## src/rtl/dpq_pkg.sv

```systemverilog
// ----------------------------------------------------------------------------
// dpq_pkg
// Widths, codes and shared types of the dithered palette quantizer.
// ----------------------------------------------------------------------------
package dpq_pkg;

  localparam int PIX_W         = 10;
  localparam int OFF_W         = 7;
  localparam int IDX_W         = 5;
  localparam int COMP_W        = 8;
  localparam int CODE_W        = 5;
  localparam int DEFAULT_ENTRIES = 17;

  // pal + off - pix spans -1087..318
  localparam int DIFF_W = 12;
  // square of a difference stays below 2^21
  localparam int SQ_W   = 21;
  // sum of three squares stays below 2^22
  localparam int ERR_W  = 22;

  localparam logic [ERR_W-1:0] START_ERR = ERR_W'(65536 * 3);

  localparam logic FUNC_QUANT = 1'b0;
  localparam logic FUNC_LOAD  = 1'b1;

  typedef struct packed {
    logic        [PIX_W-1:0] red;
    logic        [PIX_W-1:0] green;
    logic        [PIX_W-1:0] blue;
    logic signed [OFF_W-1:0] offset;
  } pix_t;

  // per-stage advance enables of one lane
  typedef struct packed {
    logic diff;
    logic square;
    logic sum;
  } lane_en_t;

  // error of one entry; hit means it beats the start value
  typedef struct packed {
    logic             hit;
    logic [ERR_W-1:0] err;
  } leaf_t;

endpackage

```

## src/rtl/dpq_min_tree.sv

```systemverilog
// ----------------------------------------------------------------------------
// dpq_min_tree
// Registered pairwise minimum tree over the lane errors, then code register.
// ----------------------------------------------------------------------------
module dpq_min_tree import dpq_pkg::*; #(
  parameter int ENTRIES = DEFAULT_ENTRIES
) (
  input  logic                      clk,
  input  leaf_t                     leaf [ENTRIES],
  input  logic [$clog2(ENTRIES)-1:0] tree_en,
  input  logic                      out_en,
  output logic signed [CODE_W-1:0]  color_code
);

  localparam int LVLS = $clog2(ENTRIES);
  localparam int NPAD = 1 << LVLS;
  localparam int IW   = LVLS;
  localparam int XW   = IW + CODE_W;

  typedef struct packed {
    logic             hit;
    logic [ERR_W-1:0] err;
    logic [IW-1:0]    idx;
  } node_t;

  // heap order: node n has children 2n+1 and 2n+2, leaves follow the nodes
  node_t node_r [NPAD-1];
  node_t kid_w  [2*NPAD-1];

  logic signed [CODE_W-1:0] code_r, code_nxt;
  logic [XW-1:0]            code_ext;

  // right side wins when only it hits or when both hit and it is strictly lower: ties keep the lower entry
  function automatic node_t pick(input node_t a, input node_t b);
    return (b.hit && (!a.hit || (b.err < a.err))) ? b : a;
  endfunction

  for (genvar i = 0; i < NPAD - 1; i++) begin : g_inner
    assign kid_w[i] = node_r[i];
  end

  for (genvar k = 0; k < NPAD; k++) begin : g_leaf
    if (k < ENTRIES) begin : g_real
      assign kid_w[NPAD-1+k] = '{hit: leaf[k].hit, err: leaf[k].err, idx: IW'(k)};
    end else begin : g_pad
      assign kid_w[NPAD-1+k] = '{hit: 1'b0, err: '0, idx: IW'(k)};
    end
  end

  for (genvar n = 0; n < NPAD - 1; n++) begin : g_node
    localparam int DEPTH = $clog2(n + 2) - 1;
    always_ff @(posedge clk) begin
      if (tree_en[LVLS-1-DEPTH]) begin
        node_r[n] <= pick(kid_w[2*n+1], kid_w[2*n+2]);
      end
    end
  end

  always_comb begin
    code_ext = XW'(node_r[0].idx) - XW'(1);
    code_nxt = node_r[0].hit ? $signed(code_ext[CODE_W-1:0]) : '0;
  end

  always_ff @(posedge clk) begin
    if (out_en) begin
      code_r <= code_nxt;
    end
  end

  assign color_code = code_r;

endmodule

```

## config.mk

```make
export PLATFORM = sky130hd
export DESIGN_NAME = dpq_min_tree
export DESIGN_NICKNAME = d
export VERILOG_FILES = /design/src/rtl/dpq_pkg.sv /design/src/rtl/dpq_min_tree.sv
export SDC_FILE = /design/constraint.sdc
export NUM_CORES = 1
export LEC_CHECK = 0
export BUFFER_PORTS_ARGS = -buffer_cell sky130_fd_sc_hd__buf_2
export CAP_MARGIN = 20
export CORE_MARGIN = 2
export CORE_UTILIZATION = 63
export DETAILED_ROUTE_END_ITERATION = 12
export PLACE_DENSITY_LB_ADDON = 0.1
export RECOVER_POWER = 100
export SLEW_MARGIN = 20
export SYNTH_ARGS = -nofsm -noshare
export SYNTH_HDL_FRONTEND = slang
export SYNTH_SLANG_ARGS = --single-unit
```

## constraint.sdc

```tcl
create_clock -name clk -period 4.58 [get_ports clk]
set_clock_uncertainty 0.1 [all_clocks]
set_input_delay 0.458 -clock clk [delete_from_list [all_inputs] [get_ports clk]]
set_output_delay 0.458 -clock clk [all_outputs]
set_load 0.02 [all_outputs]
```

# After elaboration in Yosys (flattened, before gate mapping)
# Memories as Yosys holds them, arrays and structs flattened.
# Cells that the tools add are included.
# op_classes
n_addsub,1
magnitude_cmp,23
muxes,33
n_reduce_logical,69
# op_table
op,n
$mux 28,23
$lt 22x22->1,23
$logic_and 1x1->1,23
$logic_not 1->1,23
$logic_or 1x1->1,23
$mux 1,10
$sub 5x1->5 const B,1
# word_totals
ff_bits,5
mem_bits_rw,868
inputBits,398
memories,1
# mem_list
memory,depth,width,read_ports,rd_ports_with_merged_regs,write_ports,line_no,rtl
node_r,31,28,31,0,31,dpq_min_tree.sv:27,node_t node_r [NPAD-1];

# Logic depth before layout (Yosys ltp)
# An unclocked memory read counts as a cell.
# logic_depth
ltp_word,5
mapped_depth,9
ltp_nobuf,8

# Worst setup path before layout
# Ideal clock, no wire load.
# synth_timing
path_type,reg2reg
startpoint,memory node_r[1][120] in the netlist's numbering
endpoint,memory node_r[0][260] in the netlist's numbering (data pin)
setup_ns,0.260
t_arrival_ns,2.215
t_required_ns,4.220
setup_slack_ns,2.004
path_stages_with_launch,8
path_buffers,1
period_less_slack_ns,2.576
cell_sequence,edfxtp_1 > ha_1 > a2111o_1 > o21ai_2 > a2111oi_2 > o32ai_4 > buf_6 > mux2_4
# synth_rtl
item,line_no
"start, declared",dpq_min_tree.sv:27

==> results.md <==
- Max Slew Vio Count: 377
- Failing checks: max-capacitance violations, max-slew violations
- WHS: 0.0792 ns
- H-tree Lvls: 2
- Synth cell types: 51
- WS Path Type: flip-flop to flip-flop
- Critical Path Fanout Max: 18
- Yosys warning count: 0
- Filler cell count: 2904
- Drt drc: 0
- Rel. slew slack: -90.3%
- DIE WIDTH: 214 um
- Post-route cell area: 31800 um^2
- Post-synthesis sequential area ratio: 51.4%
- Async SR Flop Fraction: 0%
- Final period utilization: 83.9%
- Status: finished, violations left
- Static Leak: 13.9 nW
- Die Y: 214 um
- Mapped Area: 27700 um^2
- Vias in the first global route: 19600
- FF/Latch Area: 14200 um^2
- Flop2flop setup slack: 0.74 ns
- # nets final: 3387
- Worst vdd ir: 0.308 mV
- Syn Area/Cell: 12.6 um^2
- Gr usage total: 30.5%
- CP required: 4.78 ns
- Via count: 19000
- Primary FF master, synth: edfxtp_1
- CP arrival: 4.04 ns
- Worst Setup SP: node_r[1][120]
- # rows: 76
- # IOs: 403
- CTS tree: built
- Type of the most critical hold path: input pin to flip-flop
- Post-synthesis mux area share: 13.2%
- PD cells: 366 nW/um^2
- Placed Area: 30300 um^2
- # Max-Cap Violations: 9
- Synth Register Bits: 474
- RD Place Congestion: 0.947
- Die area: 45600 um^2
- Cts bufs inserted: 49
- Syn_nets: 2934
- Area growth, synth to finish: 14.9%
- Port bufs: 402
- Worst r2r src: node_r[1][120]
- Compound-Gate Fraction of Synth Area: 8.46%
- Share of cells above drive strength 1: 25.3%
- Fmax: 0.260 GHz
- Root Driver: clkbuf_16
- Drt pass-1 iters: 5
- Final setup viols: 0
- Largest net degree at the start of global routing: 105
- CTS resizes: 0
- Vias per cell: 5.81
- Initial core utilization: 64.0%
- Routed WL per cell: 21.2 um
- Synth Area in XOR/XNOR: 0.0949%
- DRT antenna net count: 0
- Routed wire length: 69.4 mm
- EDFF count, synth: 474
- Worst Tran Pin Value: 2.86 ns
- HPWL after detailed placement: 53.7 mm
- Worst hold start: leaf[45]
- Setup TNS: 0 ns
- CTS clk-pin slew, worst paths: 0.06 ns
- Worst-case clock buffer depth: 3
- Final min period: 3.84 ns
- Adder-Cell Fraction of Synth Area: 15.2%
- Antenna violations before repair: 3
- Clock Latency Late Sink: 0.58 ns
- Gr ovfl total: 0
- Clk sink count: 474
- Final hold vios: 0
- 1st-iter DRT viols: 1536
- Area occupied by multi-input gates: 11700 um^2
- CP Launch Type: flip-flop
- First-pass GRT wire length: 105 mm
- Main combinational cell family by area after synthesis: adder cells
- Crit. End Element: flip-flop
- RSZ-0062 raised after global routing: false
- Synth Area in Simple Gates: 5.66%
- Core area: 43300 um^2
- Cells after synthesis: 2199
-- stage by stage --
| stage | cells | setup WS [ns] | utilization [%] | power, mW |
|---|---|---|---|---|
| after global placement | 3163 | 1.10 | 70.1 | 7.88 |
| after detailed placement | 3163 | 1.04 | 70.1 | 8.00 |
| after CTS | 3268 | 1.36 | 74.1 | 11.8 |
| after global routing | 3271 | 0.612 | 73.6 | 12.2 |
| after floorplan | 2199 | 2.00 | - | 7.07 |
| final | 3271 | 0.738 | 73.6 | 11.7 |
-- repair_timing --
action,4_1_cts,5_1_grt
endpoints found under the hold margin,23,0
setup buffers,0,0
hold buffers,23,0
endpoints found under the setup margin,0,0
-- power breakdown --
| group | switching [mW] | internal, mW | leakage, nW |
|---|---|---|---|
| Sequential | 0.281 | 5.38 | 4.63 |
| Clock | 1.63 | 2.12 | 0.713 |
| Combinational | 1.22 | 1.01 | 8.57 |
-- cell families after synthesis --
| kind of cell | after synthesis |
|---|---|
| buffers and inverters | 402 |
| multiplexers | 319 |
| XOR/XNOR | 3 |
| adder cells (fa/ha/maj) | 337 |
| AND/OR/NAND/NOR | 317 |
| AO/OA/AOI/OAI | 347 |
| flip-flops | 474 |
-- routing by layer --
metal | up-vias | wire length (um) | GRT usage (%)
met2 | 646 | 33400 | 51.6
met3 | 147 | 4190 | 5.04
met1 | 9136 | 29600 | 40.2
met4 | 0 | 2100 | 10.1
met5 | - | 0 | 0
li1 | 9071 | - | -
-- Yosys cell counts (all sizes together) (10+ instances only) --
| cell type | instances | share of area [%] |
|---|---|---|
| a211oi | 19 | 0.52 |
| a21boi | 11 | 0.43 |
| a21o | 10 | 0.27 |
| a21oi | 113 | 2.1 |
| a221oi | 10 | 0.32 |
| a22oi | 11 | 0.30 |
| buf | 32 | 0.90 |
| clkbuf | 14 | 0.19 |
| edfxtp | 474 | 51 |
| ha | 337 | 15 |
| inv | 356 | 4.8 |
| mux2 | 319 | 13 |
| nand2 | 118 | 1.6 |
| nand2b | 11 | 0.25 |
| nand3 | 25 | 0.45 |
| nand4 | 65 | 1.5 |
| nor2 | 25 | 0.34 |
| nor3 | 34 | 0.61 |
| o211ai | 45 | 1.2 |
| o21a | 20 | 0.54 |
| o21ai | 67 | 1.2 |
| o221a | 22 | 0.89 |
| or2 | 17 | 0.38 |
-- layout by cell type (no fill, tap or decap), types with 8 or more instances in the layout --
master,instances
a22oi_1,11
inv_1,356
a221oi_1,10
nand4_1,65
o221a_2,22
dlygate4sd3_1,23
mux2_1,137
or2_2,17
nor2b_1,8
nand2b_1,11
clkinv_1,10
o21a_1,20
clkbuf_16,49
edfxtp_1,474
a21o_1,10
o211ai_1,45
mux2_2,179
nor2_1,25
clkbuf_1,46
ha_1,337
nand3_1,25
a211oi_1,19
nor3_1,34
o21ai_0,65
a21oi_1,111
buf_2,374
nand2_1,118
-- area by class of cell --
class | instances | area share, %
antenna | 3 | 0.0236
clock buffer | 56 | 3.94
clock inverter | 26 | 0.684
inverter | 356 | 4.20
multi-input combinational | 1323 | 36.8
sequential | 474 | 44.7
tap | 585 | 2.30
timing repair buffer | 448 | 7.38
-- sequential cells by signal (all words and copies together) (netlist names) --
| name | cells |
|---|---|
| node_r | 469 |
| color_code | 5 |
-- critical path, cell delays in order, from the launching register on --
cell and delay (ns):
edfxtp_1 0.43, ha_1 0.34, a2111o_1 0.44, o21ai_2 0.17, a2111oi_0 0.14, o32ai_1 1.04
buf_4 0.45, mux2_1 0.43
-- worst paths after layout --
kind,to,cells past startpoint
min reg2reg,node_r[0][314],0
max,node_r[0][265],7
min,node_r[1][195],2
max reg2reg,node_r[0][265],7
(Power assumes the default switching activity.)
