File: config.mk
export PLATFORM = sky130hd
export DESIGN_NAME = dpq_lane
export DESIGN_NICKNAME = d
export VERILOG_FILES = /design/src/rtl/dpq_pkg.sv /design/src/rtl/dpq_lane.sv
export SDC_FILE = /design/constraint.sdc
export NUM_CORES = 1
export LEC_CHECK = 0
export BUFFER_PORTS_ARGS = -buffer_cell sky130_fd_sc_hd__buf_2
export CORE_MARGIN = 3
export CORE_UTILIZATION = 38
export CTS_CLUSTER_DIAMETER = 50
export DETAILED_ROUTE_END_ITERATION = 16
export PLACE_DENSITY = 0.62
export SETUP_SLACK_MARGIN = 0.4
export SLEW_MARGIN = 15
export SYNTH_ARGS = -nofsm -noshare
export SYNTH_HDL_FRONTEND = slang
export SYNTH_SLANG_ARGS = --single-unit
File: constraint.sdc
create_clock -name clk -period 7 [get_ports clk]
set_clock_uncertainty 0.1 [all_clocks]
set_input_delay 0.35 -clock clk [delete_from_list [all_inputs] [get_ports clk]]
set_output_delay 0.35 -clock clk [all_outputs]
set_load 0.03 [all_outputs]
File: src/rtl/dpq_pkg.sv
// ----------------------------------------------------------------------------
// dpq_pkg
// Widths, codes and shared types of the dithered palette quantizer.
// ----------------------------------------------------------------------------
package dpq_pkg;

  localparam int PIX_W         = 10;
  localparam int OFF_W         = 7;
  localparam int IDX_W         = 5;
  localparam int COMP_W        = 8;
  localparam int CODE_W        = 5;
  localparam int DEFAULT_ENTRIES = 17;

  // pal + off - pix spans -1087..318
  localparam int DIFF_W = 12;
  // square of a difference stays below 2^21
  localparam int SQ_W   = 21;
  // sum of three squares stays below 2^22
  localparam int ERR_W  = 22;

  localparam logic [ERR_W-1:0] START_ERR = ERR_W'(65536 * 3);

  localparam logic FUNC_QUANT = 1'b0;
  localparam logic FUNC_LOAD  = 1'b1;

  typedef struct packed {
    logic        [PIX_W-1:0] red;
    logic        [PIX_W-1:0] green;
    logic        [PIX_W-1:0] blue;
    logic signed [OFF_W-1:0] offset;
  } pix_t;

  // per-stage advance enables of one lane
  typedef struct packed {
    logic diff;
    logic square;
    logic sum;
  } lane_en_t;

  // error of one entry; hit means it beats the start value
  typedef struct packed {
    logic             hit;
    logic [ERR_W-1:0] err;
  } leaf_t;

endpackage

File: src/rtl/dpq_lane.sv
// ----------------------------------------------------------------------------
// dpq_lane
// One palette entry and its three-stage squared-error datapath.
// ----------------------------------------------------------------------------
module dpq_lane import dpq_pkg::*; (
  input  logic                  clk,
  input  logic                  wr_en,
  input  logic [3*COMP_W-1:0]   wr_data,
  input  pix_t                  pix,
  input  lane_en_t              en,
  output leaf_t                 leaf
);

  logic        [3*COMP_W-1:0] pal_r;
  logic signed [DIFF_W-1:0]   dr_r, dg_r, db_r;
  logic signed [DIFF_W-1:0]   dr_nxt, dg_nxt, db_nxt;
  logic        [SQ_W-1:0]     sr_r, sg_r, sb_r;
  logic        [SQ_W-1:0]     sr_nxt, sg_nxt, sb_nxt;
  leaf_t                      leaf_r, leaf_nxt;

  function automatic logic signed [DIFF_W-1:0] diff(
    input logic        [COMP_W-1:0] comp,
    input logic signed [OFF_W-1:0]  off,
    input logic        [PIX_W-1:0]  px
  );
    logic signed [DIFF_W-1:0] c, o, p;
    c = $signed({{(DIFF_W-COMP_W){1'b0}}, comp});
    o = DIFF_W'(off);
    p = $signed({{(DIFF_W-PIX_W){1'b0}}, px});
    return c + o - p;
  endfunction

  function automatic logic [SQ_W-1:0] square(input logic signed [DIFF_W-1:0] d);
    logic signed [2*DIFF_W-1:0] p;
    p = d * d;
    return p[SQ_W-1:0];
  endfunction

  always_comb begin
    dr_nxt = diff(pal_r[3*COMP_W-1:2*COMP_W], pix.offset, pix.red);
    dg_nxt = diff(pal_r[2*COMP_W-1:COMP_W],   pix.offset, pix.green);
    db_nxt = diff(pal_r[COMP_W-1:0],          pix.offset, pix.blue);
    sr_nxt = square(dr_r);
    sg_nxt = square(dg_r);
    sb_nxt = square(db_r);
    leaf_nxt.err = ERR_W'(sr_r) + ERR_W'(sg_r) + ERR_W'(sb_r);
    leaf_nxt.hit = (leaf_nxt.err < START_ERR);
  end

  // palette entry: no reset, undefined until loaded
  always_ff @(posedge clk) begin
    if (wr_en) begin
      pal_r <= wr_data;
    end
    if (en.diff) begin
      dr_r <= dr_nxt;
      dg_r <= dg_nxt;
      db_r <= db_nxt;
    end
    if (en.square) begin
      sr_r <= sr_nxt;
      sg_r <= sg_nxt;
      sb_r <= sb_nxt;
    end
    if (en.sum) begin
      leaf_r <= leaf_nxt;
    end
  end

  assign leaf = leaf_r;

endmodule

* Word-level counts from Yosys, hierarchy flattened
Cells that the tools add are included.
** Word-level totals
- Bits of input ports :: 66
- Register bits :: 146
- Word-level logic and storage cells :: 21
** Operators by class
- Magnitude comparators :: 1
- Multipliers :: 3
- Add/subtract/negate cells :: 8
** Operator list (number)
- $mul 12x12->21 :: 3
- $sub 10x11->12 :: 3
- $add 9x7->10 :: 3
- $add 21x21->22 :: 1
- $add 22x21->22 :: 1
- $lt 22x18->1 const B :: 1

* Logic depth before layout (Yosys ltp)
Gate-level depths: netlist (run 1).
- Depth in word-level cells :: 3
- Depth in mapped cells :: 23
- Gate-level depth less buffers :: 22

* Least setup slack after synthesis (run 1)
Ideal clock, no wire load.
- Path kind :: register -> register
- From :: register dg_r[8]
- To :: register sg_r[20] (data pin)
- Setup time :: 260 ps
- Arrival time :: 5194 ps
- Required time :: 6640 ps
- Period minus slack after synthesis :: 5554 ps
- Stages on the path, launching flop included :: 24
- Slack :: 1446 ps
- Cells stage by stage :: edfxtp_1 -> clkbuf_1 -> inv_1 -> nor2_1 -> inv_1 -> fa_1 -> inv_1 -> fa_1 -> inv_1 -> fa_1 -> inv_1 -> fa_1 -> inv_1 -> fa_1 -> inv_1 -> ha_1 -> and3_1 -> a21oi_1 -> o311a_1 -> nor3_1 -> and4_1 -> a2111oi_2 -> a21oi_1 -> xnor2_1
** On the way
- Cells in the longest elaborated chain, start to end :: 1
** RTL lines
- start, declared :: line dpq_lane.sv:15 : logic signed [DIFF_W-1:0] dr_r, dg_r, db_r;
- start signal, assigned :: line dpq_lane.sv:57 : dg_r <= dg_nxt;
- $mul 12x12->21 :: line dpq_lane.sv:35 : p = d * d;
- net sg_nxt[20] :: line dpq_lane.sv:18 : logic [SQ_W-1:0] sr_nxt, sg_nxt, sb_nxt;
- end signal, assigned :: line dpq_lane.sv:62 : sg_r <= sg_nxt;
- end, declared :: line dpq_lane.sv:17 : logic [SQ_W-1:0] sr_r, sg_r, sb_r;
The timed path passes the listed nets, and every way through them passes these cells.
A chain may end at the register's enable or synchronous reset.

* Final worst setup path (run 1)
- From :: register dr_r[4]
- To :: register sr_r[20] (data pin)
** On the way
- Cells in the longest elaborated chain, start to end :: 1
** RTL lines
- start, declared :: line dpq_lane.sv:15
- start signal, assigned :: line dpq_lane.sv:56 : dr_r <= dr_nxt;
- $mul 12x12->21 :: line dpq_lane.sv:35
- net sr_nxt[20] :: line dpq_lane.sv:18
- end signal, assigned :: line dpq_lane.sv:61 : sr_r <= sr_nxt;
- end, declared :: line dpq_lane.sv:17
The timed path passes the listed nets, and every way through them passes these cells.

==> summary.txt, run 1 <==
Status = finished clean
ANT cells = 0
Die area = 58010 um^2
Mux contribution to synthesized area = 0.002865
First-pass GRT wire length = 74.95 mm
Synth unique cells = 64
Post-synthesis compound-gate area fraction = 0.06399
CP Launch Type = flip-flop
Crit Path Class = flip-flop to flip-flop
Core Region = 54240 um^2
Clk sinks = 143
Critical Path RT = 7.12 ns
Max frequency = 165.7 MHz
Post-synthesis adder-cell area fraction = 0.4747
Layout cells sized above 1 = 0.06725
Mapped Area = 20960 um^2
Vias per inst = 4.722
Part of the cycle the worst path needs = 0.8620
RSZ-0062 raised after global routing = no
Worst slew pin tran = 0.9079 ns
Synth Area in Simple Gates = 0.09008
Die span in x = 240.9 um
IO Port Bufs = 88
Most frequent cells in the layout = 599 x inv_1, 362 x fa_1, 216 x ha_1
Deepest level of the CTS H-tree = 4
Slew Limit Fails = 0
RD Place Congestion = 0.8880
Worst hold endpoint = dr_r[0]
Num rows = 85
Starting DRT DRC Count = 691
Worst Hold Depth = 2
Die extent in y = 240.9 um
Drt total wl = 44.22 mm
Async SR Flop Fraction = 0
Setup tns final = 0 ns
Period minus WS final = 6.034 ns
CP max stage delay = 0.67 ns
CP max FO = 11
Yosys warns = 0
Root buffer selected by CTS = clkbuf_16
Vias in the first global route = 14936
HP Start = pix[0]
Most Crowded Layer GR = met2
Slew HR = 0.3947
Setup violators final = 0
Worst Hold Class = input port to flip-flop
Yosys reg bits = 143
R2R Setup Slk = 0.97 ns
Most common cell on crit path = inv_1
TritonCTS clock tree = built
Cell breakdown of the critical path = inv_1, nor2_1, inv_1, fa_1, inv_1, fa_1, inv_1, fa_1, inv_1, fa_1, inv_1, fa_1, inv_1, ha_1, and3_1, a21oi_1, a31oi_1, and4_1, a2111oi_2, a21oi_1, xnor2_1
Initial antenna violation count = 0
Post-route DRC = 0
Critical Path Sink Type = flip-flop
CTS max path bufs = 2
RR Startpoint = dr_r[4]
Largest family of logic cells by synthesized area = adder cells
XOR/XNOR Fraction of Synth Area = 0.05014
Clock-pin slew on the worst setup and hold paths = 0.07 ns
Met3 usage = 0.02994
Pre-antenna DRT Iters = 6
Layout Area Growth over Synthesis = 9.682%
CP startpoint = dr_r[4]
GRT Resource Usage Total = 0.1651
Post-synth EDFFs = 143
CP arrival = 6.15 ns
Main flop type after synthesis = edfxtp_1
Final #Nets = 2818
Starting Density = 0.3864
Met1 Usage GRT = 0.2094
Post-CTS Setup Inserts = 0
Pin count of the biggest net entering global routing = 61
FF-to-FF End = sr_r[20]
Remaining antenna violation count = 0
Met2 usage = 0.2904
Slowest cell on crit path = edfxtp_1
IO Count = 89
Vias = 13610
Num CTS Buffers = 17
Mapped Cells = 2070
Drt wl/cell = 15.34 um
Most common cell after layout, fill and taps aside = inv_1
Maxcap violations = 0
Clock Latency Late Sink = 0.48 ns
Cells on worst reg2reg path = 21
Hold Vio Cnt, Final = 0
Final HPWL DP = 37.80 mm
Remaining Overflow, GRT = 0
Avg Inst Size Synth = 10.13 um^2
Sequential share of the synthesized area = 0.2049
-- critical path, delay by kind of cell (launching register included) --
kind / cells / cell delay (ns)
AND/OR/NAND/NOR: 3 / 0.66
buffers and inverters: 7 / 0.54
flip-flops: 1 / 0.67
AO/OA/AOI/OAI: 4 / 0.89
XOR/XNOR: 1 / 0.15
adder cells (fa/ha/maj): 6 / 2.75
-- cell type report --
type                       instances  area [um^2]
fill                            5282        31250
multi-input combinational       1297        14300
sequential                       143         4294
inverter                         602         2260
tap                              696        870.8
timing repair buffer             113        688.2
clock buffer                      17        425.4
clock inverter                    14        150.1
-- state kept, by name (all words and copies together) (netlist names) --
name / cells
pal_r: 24
leaf: 23
sr_r: 20
sg_r: 20
sb_r: 20
db_r: 12
dg_r: 12
dr_r: 12
-- stage by stage --
stage | setup WS [ns] | area (um^2) | util | std cells | hold slack [ns]
global route | 0.5604 | 22990 | 0.4239 | 2882 | 0.2142
global placement | 0.9555 | 22170 | 0.4088 | 2827 | 0.4262
floorplan | 1.446 | 20970 | - | 2072 | 0.3489
CTS | 0.9434 | 22990 | 0.4239 | 2882 | 0.2086
detailed placement | 0.9653 | 22170 | 0.4088 | 2827 | 0.4281
finish | 0.9657 | 22990 | 0.4239 | 2882 | 0.2294
-- cell usage after synthesis, types with 3 or more instances --
cell type  count  area (um^2)
a2111oi_2      3        45.04
a211o_1        4        35.03
a211oi_1      14        105.1
a21boi_0       6        45.04
a21o_1        14        105.1
a21oi_1       54        270.3
a31oi_1        5        31.28
and2_1        77        481.7
and3_1        11        68.82
and4_1         4        35.03
clkbuf_1      29        108.9
edfxtp_1     143         4294
fa_1         362         7247
ha_1         216         2703
inv_1        599         2248
mux2i_1        6        60.06
nand2_1      117        439.2
nand2b_1       8        50.05
nand3_1        8        40.04
nor2_1       108        405.4
nor2b_1       17        106.4
nor3_1        15        75.07
nor4_1         4        25.02
o2111ai_1      3        26.28
o211ai_1       6        45.04
o21a_1        12        90.09
o21ai_0       39        195.2
o21ai_1        4        20.02
o21bai_1      13        97.59
or2_2         10        62.56
xnor2_1       99        867.1
xor2_1        21        183.9
-- worst max-delay path by stage --
stage | end | slack [ns] | cells after the start
2_1_floorplan | sg_r[20] | 1.45 | 23
3_3_place_gp | sr_r[20] | 0.96 | 21
3_5_place_dp | sr_r[20] | 0.97 | 21
4_1_cts | sr_r[20] | 0.94 | 21
5_1_grt | sr_r[20] | 0.56 | 21
6_report | sr_r[20] | 0.97 | 21
-- timing repair --
item                                    4_1_cts  5_1_grt
endpoints found under the setup margin        0        0
gates resized for setup                       0        0
hold endpoints to repair                     24        0
hold buffers                                 24        0
-- routing by layer --
| metal | vias to the layer above | share of wire |
|---|---|---|
| met4 | 0 | 0.022 |
| li1 | 6539 | - |
| met1 | 6753 | 0.44 |
| met3 | 52 | 0.038 |
| met5 | - | 0 |
| met2 | 266 | 0.50 |
-- logic make-up (layout without fill, tap and decap cells) --
| kind of cell | count (synthesis) | after routing |
|---|---|---|
| compound gates | 199 | 199 |
| xor+xnor | 120 | 120 |
| fa+ha+maj | 578 | 578 |
| buf+inv | 632 | 746 |
| flops | 143 | 143 |
| mux | 6 | 6 |
| other cells | 1 | 3 |
| simple gates | 391 | 391 |
Power of run 1 is not shown: default switching activity piles up to over one toggle a cycle in this logic, so the estimate is an artifact.
==> run 2, diff against run 1 <==
- RECOVER_POWER: not set -> 100
==> run 2 against run 1 <==
Net effect: the run now ends with max-capacitance violations, max-slew violations left; cell area down 0.38%; count of clock-buffer cells in the layout unchanged; wire length about the same; register-to-register slack worse by 0.17 ns; via count down 0.21%; die area unchanged; maximum frequency down 2.7%; highest routed layer unchanged.
==> summary.txt, run 2 (synthesized netlist as in run 1, its figures left out) <==
Status = finished with violations
Failing checks = max-capacitance violations, max-slew violations
Most common cell on crit path = fa_1
Most frequent cells in the layout = 599 x inv_1, 362 x fa_1, 216 x ha_1
Starting Density = 0.3864
Drt wl/cell = 15.34 um
Num rows = 85
Most common cell after layout, fill and taps aside = inv_1
Slowest cell on crit path = edfxtp_1
Cts repair resizes = 0
Worst Hold Depth = 2
Vias = 13582
Post-CTS Setup Inserts = 0
HP Start = pix[0]
Drt total wl = 44.20 mm
Clock-pin slew on the worst setup and hold paths = 0.07 ns
CP arrival = 6.32 ns
Part of the cycle the worst path needs = 0.8863
Setup tns final = 0 ns
WP buf/inv = 4
CP delay by family, top = adder cells
CP Launch Type = flip-flop
Worst hold endpoint = dr_r[0]
Starting DRT DRC Count = 718
Worst slew pin tran = 3.399 ns
Clock Latency Late Sink = 0.48 ns
Largest register FFs = 24
CP max stage delay = 0.70 ns
Hold Vio Cnt, Final = 0
Clk sinks = 143
FF-to-FF End = sg_r[20]
Maxcap violations = 2
Die span in x = 240.9 um
IO Port Bufs = 88
Slew HR = -1.266
Die extent in y = 240.9 um
Initial antenna violation count = 0
Remaining antenna violation count = 0
Cell breakdown of the critical path = and2_0, inv_1, fa_1, fa_1, fa_1, inv_1, fa_1, inv_1, fa_1, inv_1, ha_1, and3_1, a21oi_1, o311a_1, nor3_1, and4_1, a2111oi_0, a21oi_1, xnor2_1
ANT cells = 0
RSZ-0062 raised after global routing = no
Final #Nets = 2818
Max frequency = 161.2 MHz
IO Count = 89
GRT Resource Usage Total = 0.1651
Vias in the first global route = 14936
Core Region = 54240 um^2
Hold-fix buffers, CTS = 24
RD Place Congestion = 0.8880
Worst path depth = 19
TritonCTS clock tree = built
Post-route DRC = 0
Remaining Overflow, GRT = 0
Crit Path Class = flip-flop to flip-flop
Worst Hold Class = input port to flip-flop
Pre-antenna DRT Iters = 5
Final HPWL DP = 37.80 mm
Root buffer selected by CTS = clkbuf_16
First-pass GRT wire length = 74.95 mm
RR Startpoint = dg_r[0]
Num CTS Buffers = 17
CTS max path bufs = 2
Critical Path Sink Type = flip-flop
Largest reg by FF count = pal_r
CP max FO = 14
Cells on worst reg2reg path = 19
Pin count of the biggest net entering global routing = 61
Deepest level of the CTS H-tree = 4
Filler instances = 5310
Setup violators final = 0
Period minus WS final = 6.204 ns
Layout Area Growth over Synthesis = 9.270%
Layout cells sized above 1 = 0.05032
Die area = 58010 um^2
R2R Setup Slk = 0.80 ns
Critical Path RT = 7.11 ns
Vias per inst = 4.713
Slew Limit Fails = 98
[run 2: worst register-to-register path, cell delays in order, from the launching register on]
cell	delay (ns)
edfxtp_1	0.70
and2_0	0.28
inv_1	0.12
fa_1	0.56
fa_1	0.46
fa_1	0.54
inv_1	0.06
fa_1	0.52
inv_1	0.05
fa_1	0.47
inv_1	0.04
ha_1	0.34
and3_1	0.22
a21oi_1	0.11
o311a_1	0.18
nor3_1	0.08
and4_1	0.20
a2111oi_0	0.58
a21oi_1	0.19
xnor2_1	0.15
[run 2: worst max path at each step]
stage	slack (ns)	from	to
final	0.80	dg_r[0]	sg_r[20]
after global routing	0.32	dg_r[0]	sg_r[20]
after CTS	0.94	dr_r[4]	sr_r[20]
after detailed placement	0.97	dr_r[4]	sr_r[20]
after global placement	0.96	dr_r[4]	sr_r[20]
after floorplan	1.45	dg_r[8]	sg_r[20]
[run 2: per-layer routing]
metal	track usage	routed length [um]	up-vias
li1	-	-	6533
met4	0.04617	1019	0
met1	0.2094	19260	6746
met5	0	0	-
met3	0.02994	1703	49
met2	0.2904	22220	254
[run 2: final cells by class]
class / count / area [um^2] / share of cell area
clock inverter: 14 / 150.1 / 0.006556
timing repair buffer: 113 / 649.4 / 0.02835
sequential: 143 / 4294 / 0.1875
tap: 696 / 870.8 / 0.03802
clock buffer: 17 / 425.4 / 0.01857
multi-input combinational: 1297 / 14250 / 0.6223
inverter: 602 / 2260 / 0.09866
[run 2: stage by stage]
stage	hold slack, ns	std cells	util	setup slack [ns]	area [um^2]
6_report	0.2297	2882	0.4223	0.7957	22900
5_1_grt	0.2142	2882	0.4223	0.3234	22900
4_1_cts	0.2086	2882	0.4239	0.9434	22990
3_5_place_dp	0.4281	2827	0.4088	0.9653	22170
3_3_place_gp	0.4262	2827	0.4088	0.9555	22170
2_1_floorplan	0.3489	2072	-	1.446	20970
Power of run 2 is left out for the same reason.
==> run 3, diff against run 2 <==
- BUFFER_PORTS_ARGS: -buffer_cell sky130_fd_sc_hd__buf_2 -> not set
- DONT_BUFFER_PORTS: not set -> 1
- clock period: 7 -> 5.1 ns (I/O delays scaled with it)
==> run 3 against run 2 <==
Net effect: the run ends with max-capacitance violations, max-slew violations, negative setup slack left; highest routed layer unchanged; core utilization increased by 6.0 points; first-iteration DRC count rose by 4.2%; maximum frequency increased by 16%; critical path depth fell by 1; global-route usage rose by 1.3 points; worst setup slack got worse by 1.1 ns; non-clock buffer count rose by 233.
==> summary.txt, run 3 (synthesized netlist as in run 1, its figures left out) <==
Layout cells sized above 1 = 0.2439
Period minus WS final = 5.367 ns
Most frequent cells in the layout = 539 x inv_1, 346 x fa_1, 262 x buf_4
Remaining antenna violation count = 0
Clock Latency Late Sink = 0.48 ns
Met3 usage = 0.03131
Filler instances = 4997
Clk sinks = 143
IO Count = 89
Max frequency = 186.3 MHz
Met1 Usage GRT = 0.2216
Core Region = 54240 um^2
Largest register FFs = 24
Critical Path Sink Type = flip-flop
RD Place Congestion = 0.8886
RR Startpoint = db_r[5]
Final worst-path setup slack = -0.2674 ns
Vias in the first global route = 16114
GRT Resource Usage Total = 0.1782
Vias per inst = 4.707
Worst Hold Class = input port to flip-flop
Most Crowded Layer GR = met2
Maxcap violations = 2
Design area = 26180 um^2
RSZ-0062 raised after global routing = yes
Die extent in y = 240.9 um
Final HPWL DP = 39.96 mm
Worst hold endpoint = dg_r[11]
Deepest level of the CTS H-tree = 4
Layout Area Growth over Synthesis = 24.92%
Starting Density = 0.3864
Drt total wl = 48.52 mm
Root buffer selected by CTS = clkbuf_16
Worst slew pin tran = 3.305 ns
Failing checks = max-capacitance violations, max-slew violations, negative setup slack
DP Area = 23920 um^2
Status = finished with violations
Num CTS Buffers = 17
TritonCTS clock tree = built
First-pass GRT wire length = 80.25 mm
R2R Setup Slk = -0.27 ns
Starting DRT DRC Count = 748
Cells on worst reg2reg path = 18
Slew Limit Fails = 98
CP Launch Type = flip-flop
IO Port Bufs = 0
Most common cell after layout, fill and taps aside = inv_1
Clock-pin slew on the worst setup and hold paths = 0.06 ns
HP Start = pix[26]
Setup violators final = 13
CP arrival = 5.48 ns
CP max FO = 5
Post-route DRC = 0
Worst Hold Depth = 3
Final #Nets = 3051
FF-to-FF End = sb_r[20]
Sequential cell area = 4294 um^2
CTS max path bufs = 2
Die area = 58010 um^2
Die span in x = 240.9 um
Num rows = 85
Met2 usage = 0.3177
Pre-antenna DRT Iters = 5
Crit Path Class = flip-flop to flip-flop
Initial antenna violation count = 0
Remaining Overflow, GRT = 0
Slew HR = -1.203
ANT cells = 0
Drt wl/cell = 15.58 um
Part of the cycle the worst path needs = 1.052
Multi-input gate area = 15340 um^2
Critical Path RT = 5.22 ns
Largest reg by FF count = pal_r
Hold Vio Cnt, Final = 0
Pin count of the biggest net entering global routing = 61
Vias = 14662
run 3: changes by cell type in the layout (fill, tap and decap cells not counted), moves of 16 or more:
| cell | delta |
|---|---|
| inv_2 | +52 |
| and2_4 | +16 |
| ha_4 | +29 |
| ha_1 | -36 |
| a21oi_1 | -18 |
| fa_1 | -16 |
| clkbuf_1 | -21 |
| buf_2 | -59 |
| nand2_1 | -18 |
| nor2_1 | -20 |
| buf_6 | +39 |
| buf_4 | +262 |
| fa_2 | +16 |
| inv_1 | -60 |
run 3: routing by layer:
| metal | share of wire | vias to the layer above |
|---|---|---|
| li1 | - | 6998 |
| met1 | 0.43 | 7360 |
| met2 | 0.51 | 240 |
| met3 | 0.035 | 64 |
| met4 | 0.022 | 0 |
| met5 | 0 | - |
run 3: critical path: stages, from the launching register on:
cell and delay (ns):
edfxtp_1 0.53, buf_6 0.18, and2_4 0.13, fa_2 0.57
ha_4 0.21, fa_1 0.47, inv_1 0.05, fa_1 0.46
fa_1 0.53, inv_2 0.05, ha_4 0.15, a211o_1 0.27
a211oi_2 0.33, o2111ai_2 0.16, a31oi_2 0.18, nor2b_1 0.07
o21a_1 0.19, o41ai_2 0.33, xnor2_1 0.13
run 3: how the worst max path moves through the flow:
stage	start	endpoint	slack [ns]	cells after the start
4_1_cts	dg_r[4]	sg_r[20]	-0.23	22
3_3_place_gp	db_r[1]	sb_r[20]	-0.30	20
3_5_place_dp	db_r[5]	sb_r[20]	-0.44	19
5_1_grt	dr_r[0]	sr_r[19]	-0.44	21
6_report	db_r[5]	sb_r[20]	-0.27	18
2_1_floorplan	db_r[4]	sb_r[20]	0.04	18
run 3: final cells by class:
class / count / area share
well taps: 696 / 0.03326
clock buffers: 17 / 0.01625
clock inverters: 14 / 0.005113
repair buffers: 346 / 0.1082
flip-flops and latches: 143 / 0.1640
inverters: 602 / 0.08711
multi-input cells: 1297 / 0.5860
run 3: repair_timing:
| action | 4_1_cts | 5_1_grt |
|---|---|---|
| setup buffers | 44 | 26 |
| hold buffers | 34 | 0 |
| setup endpoints to repair | 28 | 34 |
| endpoints found under the hold margin | 173 | 0 |
| gates resized for setup | 151 | 107 |
| pin swaps | 84 | 77 |
run 3: per-stage QoR:
stage          setup WS, ns  hold slack [ns]  setup TNS [ns]  instances  utilization
2_1_floorplan       0.03890           0.2539               0       2072            -
6_report            -0.2674           0.1255          -1.894       3115       0.4827
5_1_grt             -0.4374           0.1458          -5.716       3115       0.4827
3_3_place_gp        -0.3015           0.2539          -1.345       2980       0.4410
4_1_cts             -0.2255          0.04246          -1.149       3089       0.4755
3_5_place_dp        -0.4393           0.2539          -2.279       2980       0.4410
Power of run 3 is left out for the same reason.
